**src/hdl/vccr_pkg.sv**
```systemverilog
// Shared types, register map and attribute table of the custom-chip register block.
package vccr_pkg;

	// Item operations
	localparam logic [1:0] OP_TICK  = 2'd0;
	localparam logic [1:0] OP_READ  = 2'd1;
	localparam logic [1:0] OP_WRITE = 2'd2;

	// Configuration register indexes
	localparam logic [1:0] CFG_LINE_LENGTH = 2'd0;
	localparam logic [1:0] CFG_FRAME_LINES = 2'd1;

	localparam logic [7:0] LINE_LENGTH_RESET = 8'd227;
	localparam logic [8:0] FRAME_LINES_RESET = 9'd313;

	// Attribute bits per register word
	localparam logic [3:0] KIND_R = 4'h1;
	localparam logic [3:0] KIND_W = 4'h2;
	localparam logic [3:0] KIND_S = 4'h4;
	localparam logic [3:0] KIND_H = 4'h8;

	// Register byte addresses (even byte of each word)
	localparam logic [11:0] A_DMACONR = 12'h002;
	localparam logic [11:0] A_VPOSR   = 12'h004;
	localparam logic [11:0] A_VHPOSR  = 12'h006;
	localparam logic [11:0] A_ADKCONR = 12'h010;
	localparam logic [11:0] A_POTGOR  = 12'h016;
	localparam logic [11:0] A_DSKBYTR = 12'h01A;
	localparam logic [11:0] A_INTENAR = 12'h01C;
	localparam logic [11:0] A_INTREQR = 12'h01E;
	localparam logic [11:0] A_DSKLEN  = 12'h024;
	localparam logic [11:0] A_POTGO   = 12'h034;
	localparam logic [11:0] A_BLTSIZE = 12'h058;
	localparam logic [11:0] A_COP1LC  = 12'h080;
	localparam logic [11:0] A_COP2LC  = 12'h084;
	localparam logic [11:0] A_COPJMP1 = 12'h088;
	localparam logic [11:0] A_COPJMP2 = 12'h08A;
	localparam logic [11:0] A_DMACON  = 12'h096;
	localparam logic [11:0] A_INTENA  = 12'h09A;
	localparam logic [11:0] A_INTREQ  = 12'h09C;
	localparam logic [11:0] A_ADKCON  = 12'h09E;

	localparam logic [11:0] MAP_END = 12'h200;
	localparam logic [15:0] VBLANK_BIT = 16'h0020;

	// One result item
	typedef struct packed {
		logic [7:0]  read_data;
		logic        line_end;
		logic        frame_start;
		logic        copper_load;
		logic [18:0] copper_address;
		logic        blit_start;
		logic        disk_length_write;
		logic [15:0] disk_length;
	} res_t;

	// Attribute table per register word; later ranges override earlier ones
	function automatic logic [3:0] attr_kind(input logic [7:0] w);
		logic [3:0] k;
		k = 4'h0;
		if (w <= 8'd15) k = KIND_R;
		if (w == 8'd2 || w == 8'd3 || w == 8'd13) k = KIND_R | KIND_H;
		if (w >= 8'd16 && w <= 8'd27) k = KIND_W;
		if (w == 8'd18 || w == 8'd26) k = KIND_W | KIND_H;
		if (w >= 8'd28 && w <= 8'd31) k = KIND_S;
		if (w >= 8'd32 && w <= 8'd44) k = KIND_W;
		if (w == 8'd44) k = KIND_W | KIND_H;
		if (w >= 8'd48 && w <= 8'd51) k = KIND_W;
		if (w >= 8'd56 && w <= 8'd58) k = KIND_W;
		if (w == 8'd60) k = KIND_W;
		if (w >= 8'd63 && w <= 8'd67) k = KIND_W;
		if (w == 8'd68 || w == 8'd69) k = KIND_S | KIND_H;
		if (w >= 8'd70 && w <= 8'd79) k = KIND_W;
		if (w == 8'd75) k = KIND_W | KIND_H;
		if (w >= 8'd77 && w <= 8'd79) k = KIND_W | KIND_H;
		if (w >= 8'd80 && w <= 8'd85) k = KIND_W;
		if (w >= 8'd88 && w <= 8'd93) k = KIND_W;
		if (w >= 8'd96 && w <= 8'd101) k = KIND_W;
		if (w >= 8'd104 && w <= 8'd109) k = KIND_W;
		if (w >= 8'd112 && w <= 8'd123) k = KIND_W;
		if (w >= 8'd128 && w <= 8'd130) k = KIND_W;
		if (w == 8'd132 || w == 8'd133) k = KIND_W;
		if (w >= 8'd136 && w <= 8'd141) k = KIND_W;
		if (w >= 8'd144 && w <= 8'd223) k = KIND_W;
		return k;
	endfunction

endpackage

```
**src/hdl/video_custom_chip_register_block.sv**
```systemverilog
// Top level: custom-chip register block with a two-entry result queue.
// Each request (beam tick, byte read or byte write) is handled as it is accepted and its result
// is registered into the result queue; one request per clock is sustained as long as results
// are taken. A two-entry result queue decouples the sides: in_stall rises only when two results
// are waiting. There is no clearing pass after reset; the block is ready at once.
module video_custom_chip_register_block import vccr_pkg::*; (
	input  logic        clk,
	input  logic        arst_n,
	input  logic        in_valid,
	output logic        in_stall,
	input  logic [1:0]  opcode,
	input  logic [11:0] address,
	input  logic [7:0]  write_data,
	input  logic        disk_on_sync,
	input  logic        right_button_up,
	output logic        out_valid,
	input  logic        out_stall,
	output logic [7:0]  read_data,
	output logic        line_end,
	output logic        frame_start,
	output logic        copper_load,
	output logic [18:0] copper_address,
	output logic        blit_start,
	output logic        disk_length_write,
	output logic [15:0] disk_length,
	input  logic        cfg_we,
	input  logic [1:0]  cfg_index,
	input  logic [8:0]  cfg_data
);

	res_t       res, e0_q, e1_q;
	logic [1:0] cnt_q;
	logic       push, pop;

	assign in_stall  = cnt_q == 2'd2;
	assign out_valid = cnt_q != 2'd0;
	assign push = in_valid && !in_stall;
	assign pop  = out_valid && !out_stall;

	vccr_core u_core (
		.clk, .arst_n, .push, .opcode, .address, .write_data, .disk_on_sync,
		.right_button_up, .cfg_we, .cfg_index, .cfg_data, .res
	);

	// Queue occupancy
	always_ff @(posedge clk or negedge arst_n) begin
		if (!arst_n) begin
			cnt_q <= 2'd0;
		end else begin
			cnt_q <= cnt_q + {1'b0, push} - {1'b0, pop};
		end
	end

	// Queue payload; head entry drives the outputs
	always_ff @(posedge clk) begin
		case (cnt_q)
			2'd0: if (push) e0_q <= res;
			2'd1: begin
				if (push && pop) e0_q <= res;
				else if (push) e1_q <= res;
			end
			2'd2: if (pop) e0_q <= e1_q;
			default: ;
		endcase
	end

	assign read_data         = e0_q.read_data;
	assign line_end          = e0_q.line_end;
	assign frame_start       = e0_q.frame_start;
	assign copper_load       = e0_q.copper_load;
	assign copper_address    = e0_q.copper_address;
	assign blit_start        = e0_q.blit_start;
	assign disk_length_write = e0_q.disk_length_write;
	assign disk_length       = e0_q.disk_length;

endmodule

```
**src/hdl/vccr_core.sv**
```systemverilog
// Register state, beam counters and per-request result logic.
module vccr_core import vccr_pkg::*; (
	input  logic        clk,
	input  logic        arst_n,
	input  logic        push,
	input  logic [1:0]  opcode,
	input  logic [11:0] address,
	input  logic [7:0]  write_data,
	input  logic        disk_on_sync,
	input  logic        right_button_up,
	input  logic        cfg_we,
	input  logic [1:0]  cfg_index,
	input  logic [8:0]  cfg_data,
	output res_t        res
);

	logic [7:0]  line_length_q;
	logic [8:0]  frame_lines_q;
	logic [7:0]  h_q;
	logic [8:0]  v_q;
	logic        short_q;
	logic [15:0] dmaconr_q, intenar_q, intreqr_q, adkconr_q;
	logic [7:0]  potgor_q;
	logic [7:0]  dmacon_hi_q, intena_hi_q, intreq_hi_q, adkcon_hi_q, dsklen_hi_q;
	logic [7:0]  cop1_b1_q, cop1_b2_q, cop1_b3_q, cop2_b1_q, cop2_b2_q, cop2_b3_q;

	logic [7:0]  h_d;
	logic [8:0]  v_d;
	logic        short_d;
	logic [15:0] dmaconr_d, intenar_d, intreqr_d, adkconr_d;
	logic [7:0]  potgor_d;

	logic [11:0] reg_a;
	logic        odd, mapped;
	logic [3:0]  kind;
	logic [7:0]  len;
	logic [8:0]  h_inc;
	logic [9:0]  v_inc;
	logic [18:0] cop1_addr, cop2_addr;
	logic [7:0]  dskbytr_hi;
	logic [15:0] ctrl_w;

	// Set or clear a shadow word by a control word
	function automatic logic [15:0] set_clear(input logic [15:0] w, input logic [15:0] s);
		return w[15] ? (s | {1'b0, w[14:0]}) : (s & ~w);
	endfunction

	assign reg_a  = {address[11:1], 1'b0};
	assign odd    = address[0];
	assign mapped = address < MAP_END;
	assign kind   = attr_kind(address[8:1]);
	assign len    = short_q ? line_length_q - 8'd1 : line_length_q;
	assign h_inc  = {1'b0, h_q} + 9'd1;
	assign v_inc  = {1'b0, v_q} + 10'd1;
	assign cop1_addr = {cop1_b1_q[2:0], cop1_b2_q, cop1_b3_q[7:1], 1'b0};
	assign cop2_addr = {cop2_b1_q[2:0], cop2_b2_q, cop2_b3_q[7:1], 1'b0};
	assign ctrl_w = {8'h00, write_data};

	// Disk status high byte
	always_comb begin
		dskbytr_hi = 8'h00;
		dskbytr_hi[6] = dmaconr_q[9] & dmaconr_q[4] & dsklen_hi_q[7];
		dskbytr_hi[5] = dsklen_hi_q[6];
		dskbytr_hi[4] = disk_on_sync;
	end

	// Result and next state for one request
	always_comb begin
		res = '0;
		h_d = h_q;
		v_d = v_q;
		short_d = short_q;
		dmaconr_d = dmaconr_q;
		intenar_d = intenar_q;
		intreqr_d = intreqr_q;
		adkconr_d = adkconr_q;
		potgor_d = potgor_q;
		case (opcode)
			OP_TICK: begin
				if (h_inc <= {1'b0, len}) begin
					h_d = h_inc[7:0];
				end else begin
					res.line_end = 1'b1;
					short_d = ~short_q;
					h_d = 8'd0;
					if (v_inc >= {1'b0, frame_lines_q}) begin
						v_d = 9'd0;
						intreqr_d = intreqr_q | VBLANK_BIT;
						short_d = 1'b1;
						res.frame_start = 1'b1;
						res.copper_load = 1'b1;
						res.copper_address = cop1_addr;
					end else begin
						v_d = v_inc[8:0];
					end
				end
			end
			OP_READ: begin
				if (mapped && (kind & KIND_R) != 4'h0) begin
					case (reg_a)
						A_DMACONR: res.read_data = odd ? dmaconr_q[7:0] : dmaconr_q[15:8];
						A_VPOSR:   res.read_data = odd ? {7'd0, v_q[8]} : 8'h00;
						A_VHPOSR:  res.read_data = odd ? h_q : v_q[7:0];
						A_ADKCONR: res.read_data = odd ? adkconr_q[7:0] : adkconr_q[15:8];
						A_POTGOR:  res.read_data = odd ? 8'h00 : potgor_q;
						A_DSKBYTR: res.read_data = odd ? 8'h00 : dskbytr_hi;
						A_INTENAR: res.read_data = odd ? intenar_q[7:0] : intenar_q[15:8];
						A_INTREQR: res.read_data = odd ? intreqr_q[7:0] : intreqr_q[15:8];
						default:   res.read_data = 8'h00;
					endcase
				end
			end
			OP_WRITE: begin
				if (mapped && (kind & KIND_S) != 4'h0) begin
					if (reg_a == A_COPJMP1 || reg_a == A_COPJMP2) begin
						res.copper_load = 1'b1;
						res.copper_address = (reg_a == A_COPJMP1) ? cop1_addr : cop2_addr;
					end
				end else if (mapped && (kind & KIND_W) != 4'h0 && odd) begin
					case (reg_a)
						A_DMACON: dmaconr_d = set_clear({dmacon_hi_q, write_data}, dmaconr_q);
						A_INTENA: intenar_d = set_clear({intena_hi_q, write_data}, intenar_q);
						A_INTREQ: intreqr_d = set_clear({intreq_hi_q, write_data}, intreqr_q);
						A_ADKCON: adkconr_d = set_clear({adkcon_hi_q, write_data}, adkconr_q);
						A_BLTSIZE: res.blit_start = 1'b1;
						A_DSKLEN: begin
							res.disk_length_write = 1'b1;
							res.disk_length = {dsklen_hi_q, 8'h00} | ctrl_w;
						end
						default: ;
					endcase
				end else if (mapped && (kind & KIND_W) != 4'h0 && reg_a == A_POTGO) begin
					potgor_d = {5'd0, (write_data[3:2] == 2'b11) & right_button_up, 1'b0,
						write_data[1:0] == 2'b11};
				end
			end
			default: ;
		endcase
	end

	// Control state and shadows
	always_ff @(posedge clk or negedge arst_n) begin
		if (!arst_n) begin
			line_length_q <= LINE_LENGTH_RESET;
			frame_lines_q <= FRAME_LINES_RESET;
			h_q <= '0;
			v_q <= '0;
			short_q <= 1'b1;
			dmaconr_q <= '0;
			intenar_q <= '0;
			intreqr_q <= '0;
			adkconr_q <= '0;
			potgor_q <= '0;
			dmacon_hi_q <= '0;
			intena_hi_q <= '0;
			intreq_hi_q <= '0;
			adkcon_hi_q <= '0;
			dsklen_hi_q <= '0;
			cop1_b1_q <= '0;
			cop1_b2_q <= '0;
			cop1_b3_q <= '0;
			cop2_b1_q <= '0;
			cop2_b2_q <= '0;
			cop2_b3_q <= '0;
		end else begin
			if (cfg_we && cfg_index == CFG_LINE_LENGTH) line_length_q <= cfg_data[7:0];
			if (cfg_we && cfg_index == CFG_FRAME_LINES) frame_lines_q <= cfg_data;
			if (push) begin
				h_q <= h_d;
				v_q <= v_d;
				short_q <= short_d;
				dmaconr_q <= dmaconr_d;
				intenar_q <= intenar_d;
				intreqr_q <= intreqr_d;
				adkconr_q <= adkconr_d;
				potgor_q <= potgor_d;
				// plain byte stores of the write-only words that are used later
				if (opcode == OP_WRITE) begin
					case (address)
						A_DMACON: dmacon_hi_q <= write_data;
						A_INTENA: intena_hi_q <= write_data;
						A_INTREQ: intreq_hi_q <= write_data;
						A_ADKCON: adkcon_hi_q <= write_data;
						A_DSKLEN: dsklen_hi_q <= write_data;
						A_COP1LC + 12'd1: cop1_b1_q <= write_data;
						A_COP1LC + 12'd2: cop1_b2_q <= write_data;
						A_COP1LC + 12'd3: cop1_b3_q <= write_data;
						A_COP2LC + 12'd1: cop2_b1_q <= write_data;
						A_COP2LC + 12'd2: cop2_b2_q <= write_data;
						A_COP2LC + 12'd3: cop2_b3_q <= write_data;
						default: ;
					endcase
				end
			end
		end
	end

`ifndef SYNTHESIS
	a_frame_ends_line: assert property (@(posedge clk) disable iff (!arst_n)
		push && res.frame_start |-> res.line_end)
		else $error("frame start without line end");
	a_line_end_clears_h: assert property (@(posedge clk) disable iff (!arst_n)
		push && res.line_end |=> h_q == 8'd0)
		else $error("horizontal count not cleared at line end");
	a_frame_resets_v: assert property (@(posedge clk) disable iff (!arst_n)
		push && res.frame_start |=> v_q == 9'd0 && short_q && intreqr_q[5])
		else $error("frame wrap state wrong");
`endif

endmodule
```
**config.mk**
```make
export PLATFORM = sky130hd
export DESIGN_NAME = video_custom_chip_register_block
export DESIGN_NICKNAME = d
export VERILOG_FILES = /design/src/hdl/vccr_pkg.sv /design/src/hdl/video_custom_chip_register_block.sv /design/src/hdl/vccr_core.sv
export SDC_FILE = /design/constraint.sdc
export NUM_CORES = 1
export LEC_CHECK = 0
export ABC_AREA = 0
export BUFFER_PORTS_ARGS = -buffer_cell sky130_fd_sc_hd__buf_2
export CAP_MARGIN = 0
export CORE_MARGIN = 2
export CORE_UTILIZATION = 55
export CTS_CLUSTER_SIZE = 25
export DETAILED_ROUTE_END_ITERATION = 10
export GPL_TIMING_DRIVEN = 1
export PLACE_DENSITY = 0.74
export SYNTH_ARGS = -nofsm -noshare
export SYNTH_HDL_FRONTEND = slang
export SYNTH_SLANG_ARGS = --single-unit
```
**constraint.sdc**
```tcl
create_clock -name clk -period 4.4 [get_ports clk]
set_input_delay 0.88 -clock clk [delete_from_list [all_inputs] [get_ports clk]]
set_output_delay 0.88 -clock clk [all_outputs]
set_load 0.01 [all_outputs]
```
# Word level (Yosys, flattened, before mapping)
# Index checks and enable logic that the tools add are counted.
# totals
reg_bits	277
input_bits	40
out_inout_bits	50
word_cells	282
# op_classes
addsub	5
n_lt_le_gt_ge	35
n_eq_ne	55
mux	65
bitwise_logic	22
reduce_logical	61
# ops
operator	count
$mux 48	3
$pmux 48 s3	1
$mux 16	8
$eq 12x8->1 const B	10
$mux 8	9
$mux 3	23
$eq 11x7->1 const B	6
$and 16x16->16	4
$not 16->16	4
$or 16x15->16	4
$pmux 8 s8	1
$ge 8x7->1 const B	7
$le 8x7->1 const B	7
$eq 11x4->1 const B	5
$mux 18	3
$mux 20	2
$pmux 20 s2	1
$reduce_and 3->1	13
$ge 8x6->1 const B	4
$pmux 16 s2	1
$logic_and 1x1->1	26
$eq 8x7->1 const B	3
$ge 8x8->1 const B	3
$le 8x6->1 const B	3
48 further kinds	92

# Longest topological paths before layout
# depth
ltp_word	33
mapped_depth	14
ltp_nobuf	13

# Modules after synthesis
# Synthesis repeated with hierarchy kept, for this count alone.
# hier_totals
hier_cells	1076
area_unflattened_um2	13430.4
# by_module_without_submodules
mod	instances	cells_each	area_each_um2	seq_area_each_um2
vccr_core	1	907	9549.2	4443.0
video_custom_chip_register_block	1	169	3881.2	2932.8

# Worst setup path after synthesis
# No wires, ideal clock.
# synth_path
path_type	input -> register
start	input in_valid
end	register e0_q (netlist bit blit_start), enable pin
setup_ns	0.468
arrival_ns	3.654
path_slack_ns	0.277
stages	5
path_buffers	0
path_cell_list	nand2_1 inv_1 ha_1 mux2i_1 o22ai_1
# synth_via
elab_chain_cells	4
word_cells_on_any_way	5
classes_between	eq/ne: 2; reduce/logical: 3
# synth_rtl
element	line	text
start: declaration	video_custom_chip_register_block.sv:9	input logic in_valid,
$logic_and 1x1->1 *	video_custom_chip_register_block.sv:37	assign push = in_valid && !in_stall;
$logic_and 1x1->1	video_custom_chip_register_block.sv:59	if (push && pop) e0_q <= res;
$ne 2x2->1 (no source line)	n/a	
$reduce_and 4->1 (no source line) *	n/a	
end signal: assignment	video_custom_chip_register_block.sv:57	2'd0: if (push) e0_q <= res;
end signal: assignment	video_custom_chip_register_block.sv:59	
end signal: assignment	video_custom_chip_register_block.sv:62	2'd2: if (pop) e0_q <= e1_q;
end: declaration	video_custom_chip_register_block.sv:31	res_t res, e0_q, e1_q;
# Every way passes the cells marked *; elsewhere a longest branch is shown, timed or not.
# A chain may end at the register's enable or synchronous reset.

==> metrics.txt <==
# TYPE chip_impl_metric gauge
chip_impl_info{name="status",value="finished, final reports clean"} 1
chip_impl_metric{name="io_pins",unit=""} 90
chip_impl_metric{name="ys.warnings.count",unit=""} 0
chip_impl_metric{name="timing.final.crit_share",unit="%"} 88.8
chip_impl_metric{name="grt_usage",unit="%"} 25.9
chip_impl_metric{name="static-leakage-power",unit="nW"} 6.57
chip_impl_metric{name="hpwlAfterDp",unit="mm"} 21.3
chip_impl_metric{name="design.final.nets",unit=""} 1254
chip_impl_metric{name="cts-buffers-inserted",unit=""} 28
chip_impl_info{name="post_synth_main_area_contributors",value="dfrtp_1 32%, edfxtp_1 22%, mux2_2 12%, nand2_1 3.5%, o21ai_0 3.1%"} 1
chip_impl_metric{name="fraction_of_layout_cells_with_a_size_suffix_above_1",unit="%"} 28.7
chip_impl_metric{name="worst_reg2reg_setup_slack",unit="ps"} 490
chip_impl_metric{name="rows",unit=""} 56
chip_impl_metric{name="cts.sink_count",unit=""} 273
chip_impl_info{name="yosysMostFrequentCell",value="dfrtp_1"} 1
chip_impl_metric{name="sequential_fraction_of_the_synthesis_area",unit="%"} 55.8
chip_impl_metric{name="synth-seq-cells",unit=""} 273
chip_impl_metric{name="clock_tree.htree_level_count",unit=""} 1
chip_impl_metric{name="synth_xor_xnor_area_share",unit="%"} 1.40
chip_impl_metric{name="die_area",unit="um^2"} 25100
chip_impl_info{name="synth_top_cell_by_area",value="dfrtp_1"} 1
chip_impl_metric{name="yosys.area_share.simple",unit="%"} 13.1
chip_impl_metric{name="firstDrtPassIters",unit=""} 5
chip_impl_metric{name="global_route.overflow_total",unit=""} 0
chip_impl_metric{name="die_width",unit="um"} 158
chip_impl_metric{name="initial_core_util",unit="%"} 56.0
chip_impl_metric{name="route.final.wire_length",unit="mm"} 31.3
chip_impl_metric{name="core_area",unit="um^2"} 23400
chip_impl_info{name="combinational_family_with_the_most_area_after_synthesis",value="multiplexers"} 1
chip_impl_metric{name="p_int",unit="mW"} 4.84
chip_impl_metric{name="number_of_setup_buffers_added_after_cts",unit=""} 0
chip_impl_metric{name="comb_power_share",unit="%"} 18.3
chip_impl_metric{name="timing.final.setup_violations",unit=""} 0
chip_impl_metric{name="max_transition_viols_final",unit=""} 0
chip_impl_info{name="ys_dominant_reg_cell",value="dfrtp_1"} 1
chip_impl_metric{name="swShare",unit="%"} 27.9
chip_impl_metric{name="synth-edff-count",unit=""} 94
chip_impl_info{name="timing.critical_path.from_type",value="flip-flop"} 1
chip_impl_metric{name="seqPwrFrac",unit="%"} 47.3
chip_impl_metric{name="clk_lat_worst_skew",unit="ps"} 560
chip_impl_metric{name="route.vias.total",unit=""} 9071
chip_impl_metric{name="grt_pass1_vias",unit=""} 8991
chip_impl_metric{name="pin_count_of_the_biggest_net_entering_global_routing",unit=""} 97
chip_impl_metric{name="post-route-cell-area",unit="um^2"} 14700
chip_impl_metric{name="clkTransAtPathRegs",unit="ps"} 60
chip_impl_metric{name="grt_pass1_wl",unit="mm"} 50.2
chip_impl_metric{name="synth.top_cell.area_share",unit="%"} 32.1
chip_impl_metric{name="synth-adder-area-share",unit="%"} 2.29
chip_impl_metric{name="multiplexer_share_of_the_synthesized_area",unit="%"} 15.4
chip_impl_metric{name="worst_case_clock_buffer_depth",unit=""} 3
chip_impl_metric{name="syn_avg_cell_area",unit="um^2"} 11.7
chip_impl_metric{name="hold_ws",unit="ps"} 388
chip_impl_metric{name="skew",unit="ps"} 25.2
chip_impl_metric{name="final-hold-violation-count",unit=""} 0
chip_impl_metric{name="netlist_instances",unit=""} 1118
chip_impl_metric{name="worst-slew-pin-transition",unit="ps"} 888
chip_impl_metric{name="antenna_viol_nets_final",unit=""} 0
chip_impl_metric{name="async_set_or_reset_register_ratio_after_synthesis",unit="%"} 65.6
chip_impl_metric{name="drt-vias-per-instance",unit=""} 5.92
chip_impl_metric{name="max_freq",unit="GHz"} 0.256
chip_impl_metric{name="dpl_cell_area",unit="um^2"} 13800
chip_impl_info{name="cts_tree",value="done"} 1
chip_impl_metric{name="postSynthNetCount",unit=""} 1182
chip_impl_info{name="rsz0062_at_grt",value="false"} 1
chip_impl_metric{name="power-per-cell-area",unit="nW/um^2"} 456
chip_impl_info{name="synth_commonest_cells",value="168 x dfrtp_1, 144 x mux2_2, 123 x nand2_1"} 1
chip_impl_metric{name="worst_ir_drop_vdd",unit="V"} 0.000311
chip_impl_metric{name="layout-area-overhead-vs-synth",unit="%"} 12.4
chip_impl_metric{name="die_y",unit="um"} 158
chip_impl_metric{name="gp_congestion",unit=""} 0.914
chip_impl_metric{name="post_cts_resize_count",unit=""} 0
chip_impl_metric{name="setup-tns-final",unit="ps"} 0
chip_impl_metric{name="netSwitchingPower",unit="mW"} 1.87
chip_impl_metric{name="final_core_utilization",unit="%"} 62.9
chip_impl_metric{name="placement.io_buffers",unit=""} 88
chip_impl_metric{name="clock_power_share",unit="%"} 34.5
chip_impl_metric{name="slew_headroom",unit="%"} 40.8
chip_impl_metric{name="period_minus_slack",unit="ps"} 3910
chip_impl_metric{name="totalPowerFinal",unit="mW"} 6.71
chip_impl_metric{name="ctsHoldBuffers",unit=""} 0
chip_impl_metric{name="first_iter_violations",unit=""} 831
chip_impl_metric{name="cp.required",unit="ps"} 4710
chip_impl_metric{name="synthesis.area",unit="um^2"} 13100
chip_impl_info{name="cts.root.buffer_cell",value="clkbuf_16"} 1
chip_impl_metric{name="drc_errors",unit=""} 0
chip_impl_info{name="worst_setup_path_end_kind",value="flip-flop"} 1
chip_impl_info{name="criticalPathCategory",value="flip-flop to flip-flop"} 1
chip_impl_metric{name="avgRoutedWirePerCell",unit="um"} 20.4
chip_impl_metric{name="number_of_antenna_violations_at_the_first_check_in_global_routing",unit=""} 1
chip_impl_info{name="worst_hold_path_type",value="flip-flop to flip-flop"} 1
chip_impl_metric{name="max_cap_check_violation_count",unit=""} 0
chip_impl_metric{name="share_of_the_synthesized_area_in_compound_gates_ao_oa_aoi_oai",unit="%"} 8.83
chip_impl_metric{name="cp_data_arrival_time",unit="ps"} 4220
chip_impl_metric{name="critical_path.max_fanout",unit=""} 21
chip_impl_metric{name="post_synth_num_cell_types",unit=""} 73
worst paths after layout:
path                                                  startpoint                             endpoint  cells past startpoint
worst max register to register        u_core.short_q$_DFFE_PN1P_                copper_load$_DFFE_PP_                     13
worst min register to register  u_core.adkconr_q[15]$_DFFE_PN0P_     u_core.adkconr_q[15]$_DFFE_PN0P_                      0
max in group asynchronous                                 arst_n      u_core.cop1_b3_q[7]$_DFFE_PN0P_                      2
worst max-delay path                  u_core.short_q$_DFFE_PN1P_                copper_load$_DFFE_PP_                     13
worst min-delay path            u_core.adkconr_q[15]$_DFFE_PN0P_     u_core.adkconr_q[15]$_DFFE_PN0P_                      0
min in group asynchronous                                 arst_n  u_core.frame_lines_q[2]$_DFFE_PN0P_                      1
area by class of cell:
type                            instances  area, um^2
Fill cell                            1894        8680
Sequential cell                       273        7320
Multi-Input combinational cell        749        5400
Clock buffer                           44         863
Timing Repair Buffer                  101         557
Tap cell                              319         399
Inverter                               37         139
Clock inverter                          8        46.3
Antenna cell                            2        5.00
power by group through the flow:
stage | sequential [mW] | combinational, mW | clock (mW)
after floorplan | 3.30 | 0.687 | 0
after global placement | 3.21 | 1.20 | 0
after detailed placement | 3.22 | 1.24 | 0
after CTS | 3.17 | 1.25 | 2.36
after global routing | 3.21 | 1.38 | 2.44
final | 3.17 | 1.23 | 2.31
routing by layer:
metal  GRT usage [%]  vias up  routed length (um)
met2            41.9      364               14600
li1                -     4168                   -
met3            3.62       53                2150
met1            37.3     4486               13800
met4            6.69        0                 694
met5               0        -                   0
cell families (layout without fill, tap and decap cells):
| group | count (synthesis) | after routing |
|---|---|---|
| AND/OR/NAND/NOR | 341 | 341 |
| flip-flops | 273 | 273 |
| AO/OA/AOI/OAI | 185 | 185 |
| multiplexers | 177 | 177 |
| buffers and inverters | 96 | 190 |
| adder cells (fa/ha/maj) | 24 | 24 |
| XOR/XNOR | 21 | 21 |
| other | 1 | 3 |
critical path: stages (launching register included):
cell and delay [ps]:
dfstp_2 580, nand2b_1 110, nor3_1 210, nand2b_1 100, nor4_1 240, xnor2_1 110
ha_1 330, nand3_1 120, nor3_1 200, a21oi_1 60, a311o_1 460, o211a_1 500
o21bai_1 330, mux2_2 280
through the flow:
step / cells / setup slack [ps]
after global placement: 1479 / 653
after CTS: 1531 / 514
final: 1533 / 493
after floorplan: 1118 / 277
after detailed placement: 1479 / 517
after global routing: 1531 / 128
layout by cell type, fill, tap and decap left out, types with 12 or more instances in the layout:
master and instances:
a21oi_1 16, a31oi_1 20, buf_2 87, buf_4 12
clkbuf_16 30, dfrtp_1 168, edfxtp_1 94, ha_1 24
inv_1 34, mux2_2 144, mux2_4 14, mux2i_1 19
nand2_1 123, nand3_1 24, nor2_1 92, o21ai_0 82
xnor2_1 12
Power figures use the tool's default switching activity.
